### config.mk
export PLATFORM = sky130hd
export DESIGN_NAME = searchable_deque_with_cursor_unit
export DESIGN_NICKNAME = d
export VERILOG_FILES = /design/src/rtl/core/sdq_pkg.sv /design/src/rtl/core/sdq_ctrl.sv /design/src/rtl/core/sdq_datapath.sv /design/src/rtl/core/searchable_deque_with_cursor_unit.sv
export SDC_FILE = /design/constraint.sdc
export NUM_CORES = 2
export LEC_CHECK = 0
export BUFFER_PORTS_ARGS = -buffer_cell sky130_fd_sc_hd__buf_2
export CAP_MARGIN = 20
export CORE_UTILIZATION = 24
export DETAILED_ROUTE_END_ITERATION = 8
export GPL_ROUTABILITY_DRIVEN = 1
export SYNTH_ARGS = -nofsm -noshare
export SYNTH_HDL_FRONTEND = slang
export SYNTH_SLANG_ARGS = --single-unit
### constraint.sdc
create_clock -name aclk -period 8.77 [get_ports aclk]
set_input_delay 1.3155 -clock aclk [delete_from_list [all_inputs] [get_ports aclk]]
set_output_delay 1.3155 -clock aclk [all_outputs]
set_load 0.005 [all_outputs]
### src/rtl/core/sdq_pkg.sv
// Shared command codes, datapath operation codes and control structs for the searchable deque.
package sdq_pkg;

    // Command codes carried on s_command.
    localparam logic [3:0] CMD_ADD_TAIL = 4'd0;
    localparam logic [3:0] CMD_ADD_HEAD = 4'd1;
    localparam logic [3:0] CMD_REMOVE   = 4'd2;
    localparam logic [3:0] CMD_POP_HEAD = 4'd3;
    localparam logic [3:0] CMD_POP_TAIL = 4'd4;
    localparam logic [3:0] CMD_CONTAINS = 4'd5;
    localparam logic [3:0] CMD_FIRST    = 4'd6;
    localparam logic [3:0] CMD_NEXT     = 4'd7;
    localparam logic [3:0] CMD_CLEAR    = 4'd8;

    localparam int CMD_W   = 4;
    localparam int HOUT_W  = 32;
    localparam int COUNT_W = 7;

    // Operations the controller asks of the datapath.
    localparam logic [2:0] OP_IDLE   = 3'd0;
    localparam logic [2:0] OP_LOAD   = 3'd1;
    localparam logic [2:0] OP_SEARCH = 3'd2;
    localparam logic [2:0] OP_SHUP   = 3'd3;
    localparam logic [2:0] OP_SHDN   = 3'd4;
    localparam logic [2:0] OP_FINISH = 3'd5;

    typedef struct packed {
        logic [2:0] op;
    } sdq_cmd_t;

    typedef struct packed {
        logic cmd_done;
        logic scan_done;
        logic shift_done;
    } sdq_stat_t;

endpackage

### src/rtl/core/sdq_ctrl.sv
// Controller state machine sequencing each command through the datapath.
module sdq_ctrl (
    input  logic              aclk,
    input  logic              aresetn,
    input  logic              s_valid,
    output logic              s_ready,
    input  logic              m_valid,
    input  logic              m_ready,
    input  sdq_pkg::sdq_stat_t stat,
    output sdq_pkg::sdq_cmd_t  cmd
);

    localparam logic [2:0] ST_IDLE   = 3'd0;
    localparam logic [2:0] ST_SEARCH = 3'd1;
    localparam logic [2:0] ST_SHIFT  = 3'd2;
    localparam logic [2:0] ST_FINISH = 3'd3;
    localparam logic [2:0] ST_SHUP   = 3'd4;

    logic [2:0] state_reg, state_next;

    // A new beat is taken only when the output register is empty or its result is taken in the same cycle.
    assign s_ready = (state_reg == ST_IDLE) && (!m_valid || m_ready);

    // Next state and datapath operation.
    always_comb begin
        state_next = state_reg;
        cmd.op     = sdq_pkg::OP_IDLE;
        unique case (state_reg)
            ST_IDLE: begin
                if (s_valid && s_ready) begin
                    cmd.op     = sdq_pkg::OP_LOAD;
                    state_next = ST_SEARCH;
                end
            end
            ST_SEARCH: begin
                cmd.op = sdq_pkg::OP_SEARCH;
                if (stat.scan_done) begin
                    state_next = stat.cmd_done ? ST_FINISH : ST_SHIFT;
                end
            end
            ST_SHIFT: begin
                cmd.op = sdq_pkg::OP_SHDN;
                if (stat.shift_done) begin
                    state_next = ST_FINISH;
                end
            end
            ST_SHUP: begin
                cmd.op = sdq_pkg::OP_SHUP;
                if (stat.shift_done) begin
                    state_next = ST_FINISH;
                end
            end
            ST_FINISH: begin
                cmd.op     = sdq_pkg::OP_FINISH;
                state_next = ST_IDLE;
            end
            default: state_next = ST_IDLE;
        endcase
        // Add at head shifts up rather than down.
        if (state_reg == ST_SEARCH && stat.scan_done && !stat.cmd_done && stat.shift_done) begin
            state_next = ST_SHUP;
        end
    end

    always_ff @(posedge aclk) begin
        if (!aresetn) begin
            state_reg <= ST_IDLE;
        end else begin
            state_reg <= state_next;
        end
    end

endmodule

### src/rtl/core/sdq_datapath.sv
// Datapath: entry memory, search and shift walker, count and cursor registers.
module sdq_datapath #(
    parameter int DEPTH        = 64,
    parameter int HANDLE_WIDTH = 32
) (
    input  logic                          aclk,
    input  logic                          aresetn,
    input  logic [sdq_pkg::CMD_W-1:0]     s_command,
    input  logic [31:0]                   s_handle,
    input  sdq_pkg::sdq_cmd_t             cmd,
    output sdq_pkg::sdq_stat_t            stat,
    input  logic                          m_ready,
    output logic                          m_valid,
    output logic                          m_ok,
    output logic [sdq_pkg::HOUT_W-1:0]    m_handle_out,
    output logic [sdq_pkg::COUNT_W-1:0]   m_count,
    output logic                          m_is_empty
);

    localparam int AW = $clog2(DEPTH);
    localparam int CW = AW + 1;           // count width, holds DEPTH
    localparam int KW = AW + 1;           // cursor width, up to 2*DEPTH-1
    localparam logic [KW-1:0] CURSOR_MAX = KW'(2 * DEPTH - 1);
    localparam logic [CW-1:0] DEPTH_C    = CW'(DEPTH);

    logic [HANDLE_WIDTH-1:0] mem [DEPTH];
    logic [HANDLE_WIDTH-1:0] rd_data_reg;

    logic [sdq_pkg::CMD_W-1:0] op_reg;
    logic [HANDLE_WIDTH-1:0]   key_reg;
    logic [CW-1:0]             count_reg, count_next;
    logic [KW-1:0]             cursor_reg, cursor_next;
    logic [CW-1:0]             idx_reg, idx_next;     // walker index
    logic                      rd_pend_reg;           // read data valid (for idx-1 while searching)
    logic [CW-1:0]             pos_reg, pos_next;     // found position
    logic                      found_reg, found_next;
    logic                      ok_reg, ok_next;
    logic [HANDLE_WIDTH-1:0]   hout_reg, hout_next;
    logic                      m_valid_reg;

    logic              rd_en;
    logic [AW-1:0]     rd_addr;
    logic              wr_en;
    logic [AW-1:0]     wr_addr;
    logic [HANDLE_WIDTH-1:0] wr_data;
    logic [HANDLE_WIDTH-1:0] key_in;

    assign key_in = HANDLE_WIDTH'(s_handle);

    // Memory with one write and one registered read port.
    always_ff @(posedge aclk) begin
        if (wr_en) begin
            mem[wr_addr] <= wr_data;
        end
        if (rd_en) begin
            rd_data_reg <= mem[rd_addr];
        end
    end

    // Search, single-read and shift sequencing.
    always_comb begin
        count_next  = count_reg;
        cursor_next = cursor_reg;
        idx_next    = idx_reg;
        pos_next    = pos_reg;
        found_next  = found_reg;
        ok_next     = ok_reg;
        hout_next   = hout_reg;
        rd_en       = 1'b0;
        rd_addr     = '0;
        wr_en       = 1'b0;
        wr_addr     = '0;
        wr_data     = key_reg;
        stat        = '0;
        unique case (cmd.op)
            sdq_pkg::OP_LOAD: begin
                idx_next   = '0;
                found_next = 1'b0;
                ok_next    = 1'b0;
                hout_next  = '0;
                pos_next   = '0;
            end
            sdq_pkg::OP_SEARCH: begin
                stat.cmd_done = 1'b1;
                stat.scan_done = 1'b1;
                case (op_reg) inside
                    sdq_pkg::CMD_ADD_TAIL: begin
                        if (count_reg < DEPTH_C) begin
                            wr_en      = 1'b1;
                            wr_addr    = AW'(count_reg);
                            count_next = count_reg + 1'b1;
                            ok_next    = 1'b1;
                        end
                    end
                    sdq_pkg::CMD_ADD_HEAD: begin
                        if (count_reg < DEPTH_C) begin
                            ok_next  = 1'b1;
                            idx_next = count_reg;
                            if (cursor_reg != '0 && cursor_reg < CURSOR_MAX) begin
                                cursor_next = cursor_reg + 1'b1;
                            end
                            stat.cmd_done   = 1'b0;
                            stat.shift_done = 1'b1;
                        end
                    end
                    sdq_pkg::CMD_CLEAR: begin
                        count_next  = '0;
                        cursor_next = '0;
                        ok_next     = 1'b1;
                    end
                    sdq_pkg::CMD_REMOVE, sdq_pkg::CMD_CONTAINS: begin
                        // One entry per cycle; read data is registered, so each compare sees the entry read at idx-1.
                        stat.scan_done = 1'b0;
                        if (rd_pend_reg && rd_data_reg == key_reg && !found_reg) begin
                            found_next = 1'b1;
                            pos_next   = idx_reg - 1'b1;
                        end
                        if (found_next || (idx_reg >= count_reg && !rd_pend_reg)) begin
                            stat.scan_done = 1'b1;
                            if (found_next) begin
                                ok_next = 1'b1;
                                if (op_reg == sdq_pkg::CMD_CONTAINS) begin
                                    cursor_next = KW'(pos_next);
                                end else begin
                                    if (cursor_reg != '0 && KW'(pos_next) < cursor_reg) begin
                                        cursor_next = cursor_reg - 1'b1;
                                    end
                                    stat.cmd_done = 1'b0;
                                    idx_next      = pos_next;
                                end
                            end
                        end else if (idx_reg < count_reg) begin
                            rd_en    = 1'b1;
                            rd_addr  = AW'(idx_reg);
                            idx_next = idx_reg + 1'b1;
                        end
                    end
                    sdq_pkg::CMD_POP_HEAD, sdq_pkg::CMD_POP_TAIL,
                    sdq_pkg::CMD_FIRST, sdq_pkg::CMD_NEXT: begin
                        // Issue one read, then take its data in the next cycle.
                        stat.scan_done = rd_pend_reg;
                        if (!rd_pend_reg) begin
                            rd_en = 1'b1;
                            case (op_reg)
                                sdq_pkg::CMD_POP_TAIL: rd_addr = AW'(count_reg - 1'b1);
                                sdq_pkg::CMD_NEXT:     rd_addr = AW'(cursor_reg);
                                default:               rd_addr = '0;
                            endcase
                            if (op_reg == sdq_pkg::CMD_FIRST && count_reg == '0) begin
                                cursor_next    = '0;
                                stat.scan_done = 1'b1;
                            end else if (op_reg != sdq_pkg::CMD_NEXT && count_reg == '0) begin
                                stat.scan_done = 1'b1;
                            end else if (op_reg == sdq_pkg::CMD_NEXT
                                         && !(cursor_reg < KW'(count_reg))) begin
                                stat.scan_done = 1'b1;
                            end
                        end else begin
                            ok_next   = 1'b1;
                            hout_next = rd_data_reg;
                            case (op_reg)
                                sdq_pkg::CMD_POP_HEAD: begin
                                    if (cursor_reg != '0) begin
                                        cursor_next = cursor_reg - 1'b1;
                                    end
                                    stat.cmd_done = 1'b0;
                                    idx_next      = '0;
                                end
                                sdq_pkg::CMD_POP_TAIL: begin
                                    if (cursor_reg != '0
                                        && KW'(count_reg - 1'b1) == cursor_reg) begin
                                        cursor_next = cursor_reg - 1'b1;
                                    end
                                    count_next = count_reg - 1'b1;
                                end
                                sdq_pkg::CMD_FIRST: cursor_next = KW'(1);
                                default:            cursor_next = cursor_reg + 1'b1;
                            endcase
                        end
                    end
                    default: ;
                endcase
            end
            sdq_pkg::OP_SHDN: begin
                // Move entry idx+1 to idx; read first, write the next cycle.
                if (!rd_pend_reg) begin
                    if (idx_reg + 1'b1 >= count_reg) begin
                        stat.shift_done = 1'b1;
                        count_next      = count_reg - 1'b1;
                    end else begin
                        rd_en   = 1'b1;
                        rd_addr = AW'(idx_reg + 1'b1);
                    end
                end else begin
                    wr_en    = 1'b1;
                    wr_addr  = AW'(idx_reg);
                    wr_data  = rd_data_reg;
                    idx_next = idx_reg + 1'b1;
                end
            end
            sdq_pkg::OP_SHUP: begin
                // Move entry idx-1 to idx downward from the tail, then write head.
                if (!rd_pend_reg) begin
                    if (idx_reg == '0) begin
                        wr_en           = 1'b1;
                        wr_addr         = '0;
                        wr_data         = key_reg;
                        count_next      = count_reg + 1'b1;
                        stat.shift_done = 1'b1;
                    end else begin
                        rd_en   = 1'b1;
                        rd_addr = AW'(idx_reg - 1'b1);
                    end
                end else begin
                    wr_en    = 1'b1;
                    wr_addr  = AW'(idx_reg);
                    wr_data  = rd_data_reg;
                    idx_next = idx_reg - 1'b1;
                end
            end
            default: ;
        endcase
    end

    // Control and payload registers.
    always_ff @(posedge aclk) begin
        if (!aresetn) begin
            count_reg   <= '0;
            cursor_reg  <= '0;
            rd_pend_reg <= 1'b0;
            m_valid_reg <= 1'b0;
        end else begin
            count_reg   <= count_next;
            cursor_reg  <= cursor_next;
            rd_pend_reg <= rd_en;
            if (cmd.op == sdq_pkg::OP_FINISH) begin
                m_valid_reg <= 1'b1;
            end else if (m_ready) begin
                m_valid_reg <= 1'b0;
            end
        end
    end

    always_ff @(posedge aclk) begin
        idx_reg   <= idx_next;
        pos_reg   <= pos_next;
        found_reg <= found_next;
        ok_reg    <= ok_next;
        hout_reg  <= hout_next;
        if (cmd.op == sdq_pkg::OP_LOAD) begin
            op_reg  <= s_command;
            key_reg <= key_in;
        end
    end

    // Result register, loaded when the command finishes.
    logic                           res_ok_reg;
    logic [sdq_pkg::HOUT_W-1:0]     res_hout_reg;
    logic [sdq_pkg::COUNT_W-1:0]    res_count_reg;

    always_ff @(posedge aclk) begin
        if (cmd.op == sdq_pkg::OP_FINISH) begin
            res_ok_reg    <= ok_reg;
            res_hout_reg  <= ok_reg ? sdq_pkg::HOUT_W'({{64{1'b0}}, hout_reg}) : '0;
            res_count_reg <= sdq_pkg::COUNT_W'(count_reg);
        end
    end

    assign m_valid      = m_valid_reg;
    assign m_ok         = res_ok_reg;
    assign m_handle_out = res_hout_reg;
    assign m_count      = res_count_reg;
    assign m_is_empty   = (res_count_reg == '0);

endmodule

### src/rtl/core/searchable_deque_with_cursor_unit.sv
// Top level of the searchable deque with cursor: controller plus datapath.
//
//  channel | ports                                      | dir
//  input   | s_valid s_ready s_command s_handle          | in
//  result  | m_valid m_ready m_ok m_handle_out m_count m_is_empty | out
//
// Add tail, clear, unknown commands, refused adds and empty pops neither scan nor move entries;
// pop head, pop tail, first and next read one entry; contains and remove scan the entries,
// and add at head, pop head and a remove hit then move the entries.
// A search compares one entry per cycle; a move reads each entry and then writes it one place over.
// aresetn is synchronous, active low; it empties the store and resets the cursor.
// A result waiting in the output register holds s_ready low until it is taken.
module searchable_deque_with_cursor_unit #(
    parameter int DEPTH        = 64,
    parameter int HANDLE_WIDTH = 32
) (
    input  logic        aclk,
    input  logic        aresetn,
    input  logic        s_valid,
    output logic        s_ready,
    input  logic [3:0]  s_command,
    input  logic [31:0] s_handle,
    output logic        m_valid,
    input  logic        m_ready,
    output logic        m_ok,
    output logic [31:0] m_handle_out,
    output logic [6:0]  m_count,
    output logic        m_is_empty
);

    sdq_pkg::sdq_cmd_t  cmd;
    sdq_pkg::sdq_stat_t stat;

    sdq_ctrl u_ctrl (
        .aclk    (aclk),
        .aresetn (aresetn),
        .s_valid (s_valid),
        .s_ready (s_ready),
        .m_valid (m_valid),
        .m_ready (m_ready),
        .stat    (stat),
        .cmd     (cmd)
    );

    sdq_datapath #(
        .DEPTH        (DEPTH),
        .HANDLE_WIDTH (HANDLE_WIDTH)
    ) u_dp (
        .aclk         (aclk),
        .aresetn      (aresetn),
        .s_command    (s_command),
        .s_handle     (s_handle),
        .cmd          (cmd),
        .stat         (stat),
        .m_ready      (m_ready),
        .m_valid      (m_valid),
        .m_ok         (m_ok),
        .m_handle_out (m_handle_out),
        .m_count      (m_count),
        .m_is_empty   (m_is_empty)
    );

endmodule
==> results.ini <==
[critical_path]
cp-startpoint=u_dp.idx_reg[0]
r2r_slack_ns=1.98
end_kind=register
r2r_cells=18
crit_path_start_kind=register
r2r-start=u_dp.idx_reg[0]
path_max_fanout=159
crit_type=register to register
critPathArrivalTime_ns=7.39
endpoint=u_dp.rd_data_reg[14]
regToRegEndpoint=u_dp.rd_data_reg[14]
cp.required_ns=9.37

[global_routing]
grt_pass1_wl_um=416000
grt_overflow=0
grt_pass1_vias=57208
grt_use_total_pct=14.53
antenna_found_initial=14
grt_max_degree=160

[power]
switching_share_pct=30.54
p_seq_share_pct=44.9
pwr-share-clk_pct=32.4
ir_drop_uv=254.3
internal_power_mw=19.52
p_leak_nw=34.57
combPwrFrac_pct=22.7
p_per_area_nw_per_um2=261.2
p_sw_mw=8.584

[routing]
drc=0
post_drt_wl_per_cell_um=25.40
vias=58950
antenna_left=0
first_pass_iters=6
vias_per_cell=5.072
first_iter_violations=8171
wirelength_um=295300

[sta]
finalCritPeriodShare_pct=77.37
hold_viol=0
grt_setup_unrepaired=false
drv_slew=0
finClkSkew_ns=0.06519
post-route-min-period_ns=6.786
finalSetupTns_ns=0
setup_viol=0
max-slew-margin-rel_pct=19.59
max_slew.worst_pin.slew_ns=1.203
max_freq_ghz=0.1474

[cts]
clock-sinks=2223
path_clk_slew_ns=0.06
cts_tree=built
cts_buffers=220
htree_levels=4
cts-root-buf=clkbuf_16
post-cts-setup-buffers=0
hold_buffers=0
clkLatencyLatePin_ns=0.90
cts_resized=0
clockBufferDepth=3

[die]
die_h_um=625.0
start_util_pct=24.13
core_area_um2=386000
die_w_um=625.0
num_io_pins=83
dieArea_um2=390600
rows=228

[final_layout]
largest_reg_flops=2048
stdcell_area_um2=107600
area_growth_pct=15.52
final_nets=6341
drive_gt1_share_pct=15.36
final_util_pct=27.88
regMostFlops=u_dp.mem
fillCellCount=38529

[place]
routabilityCongestion=0.8656
numPortBuffers=82
dp_hpwl_um=166900
place_area_um2=100500

[logic_synthesis]
synth_warnings=0
yosys.area.top_type=edfxtp_1
ys_seq_elements=2223
syn-mean-instance-area_um2=15.08
synth_edf_count=2204
yosys.cell_types.count=91
synth_top_area_share_pct=71.05
synth_area_leaders=edfxtp_1 (71%), mux4_2 (4.4%), nand2_1 (3.8%)
synthCells=6179
synthesis.area_um2=93150
yosysSeqAreaShare_pct=71.46
async_reset_ff_share_pct=0
synth-main-ff-cell=edfxtp_1
synth_nets=6255

[flow_run]
max_cap_violations=0

[status]
status=complete, no violations

[min_path]
hold_class=register to register
hold_depth=1

## layer usage
layer / wire length, um / vias to the layer above / GRT usage [%] / part of all wire (%)
li1: - / 24500 / - / -
met5: 59 / - / 0 / 0.020
met1: 114200 / 30351 / 18.72 / 39
met4: 11300 / 10 / 5.802 / 3.8
met2: 137100 / 3513 / 23.31 / 46
met3: 32600 / 576 / 3.645 / 11
## metrics by stage
step | total power, mW | hold WS [ns] | instances | worst slack [ns]
floorplan | 16.70 | 0.4064 | 6179 | 3.911
global placement | 18.95 | 0.5144 | 11203 | 1.700
detailed placement | 19.08 | 0.5107 | 11209 | 2.137
CTS | 28.09 | 0.5249 | 11611 | 2.068
global route | 28.96 | 0.5457 | 11621 | 1.708
finish | 28.10 | 0.5227 | 11623 | 1.984
## worst min path at each step
stage	start	to	slack, ns
floorplan	u_dp.count_reg[5]	u_dp.m_count[5]	0.41
global placement	u_dp.hout_reg[6]	u_dp.m_handle_out[6]	0.51
detailed placement	u_dp.hout_reg[3]	u_dp.m_handle_out[3]	0.51
CTS	u_dp.hout_reg[3]	u_dp.m_handle_out[3]	0.52
global route	u_dp.hout_reg[13]	u_dp.m_handle_out[13]	0.55
finish	u_dp.hout_reg[5]	u_dp.m_handle_out[5]	0.52
## worst max-delay path, cell delays in order (launching register included)
cell,delay (ns)
edfxtp_1,0.70
ha_1,0.40
nand3_1,0.17
nor2_1,0.17
xor2_1,0.26
ha_1,0.19
and4_1,0.19
o221ai_1,0.18
a21oi_1,0.57
o32a_1,0.41
o31a_2,0.34
buf_12,0.41
buf_12,0.64
mux2_2,0.41
a211oi_1,0.29
o21ai_0,0.14
a41oi_1,0.40
buf_4,0.27
nor4_1,0.08
## Yosys cell counts, types with 35 or more instances
cell type,count
nand2_1,951
buf_1,35
o22ai_1,40
nor2_1,217
mux4_2,182
clkbuf_1,207
and2_1,71
a221oi_1,84
ha_1,36
o221ai_1,40
a41oi_1,54
a31oi_1,36
o21ai_0,117
nor4_1,36
buf_2,118
edfxtp_1,2204
or3_1,87
xnor2_1,44
a22oi_1,170
mux2i_1,261
a211oi_1,70
inv_1,35
a221o_1,85
buf_4,37
a21oi_1,413
mux2_2,82
nand3_1,80
and3_1,50
## cell usage in the layout (no fill, tap or decap), types with 117 or more instances in the layout
cell type | synthesis | routed
mux2i_1 | 261 | 260
nor2_1 | 217 | 147
o21ai_0 | 117 | 117
buf_4 | 37 | 161
clkbuf_16 | 0 | 224
a21oi_1 | 413 | 413
edfxtp_1 | 2204 | 2204
mux4_2 | 182 | 182
nand2_1 | 951 | 919
a22oi_1 | 170 | 170
## logic make-up after synthesis
group / count (synthesis) / share of synthesized area, %
DFF: 2223 / 71.46
and+or+nand+nor: 1629 / 7.773
AOI/OAI and AO/OA: 1264 / 9.365
muxes: 525 / 8.196
buffers and inverters: 450 / 2.234
xor gates and xnor gates: 52 / 0.4889
adders and majority gates: 36 / 0.4836
## power by group through the flow
stage               Sequential, mW  Combinational [mW]  Clock, mW
floorplan                     12.6                4.08          0
global placement              12.8                6.12          0
detailed placement            12.8                6.25          0
CTS                           12.6                6.26       9.21
global route                  12.6                6.73       9.60
finish                        12.6                6.37       9.11
## area by class of cell
| class | instances | area (um^2) | share of cell area, % |
|---|---|---|---|
| Antenna cell | 3 | 7.507 | 0.006977 |
| Inverter | 39 | 146.4 | 0.1360 |
| Clock buffer | 278 | 5828 | 5.416 |
| Timing Repair Buffer | 275 | 2262 | 2.102 |
| Tap cell | 5175 | 6475 | 6.017 |
| Multi-Input combinational cell | 3506 | 25240 | 23.45 |
| Sequential cell | 2223 | 66560 | 61.86 |
| Clock inverter | 124 | 1084 | 1.007 |
Power figures use the tool's default switching activity.
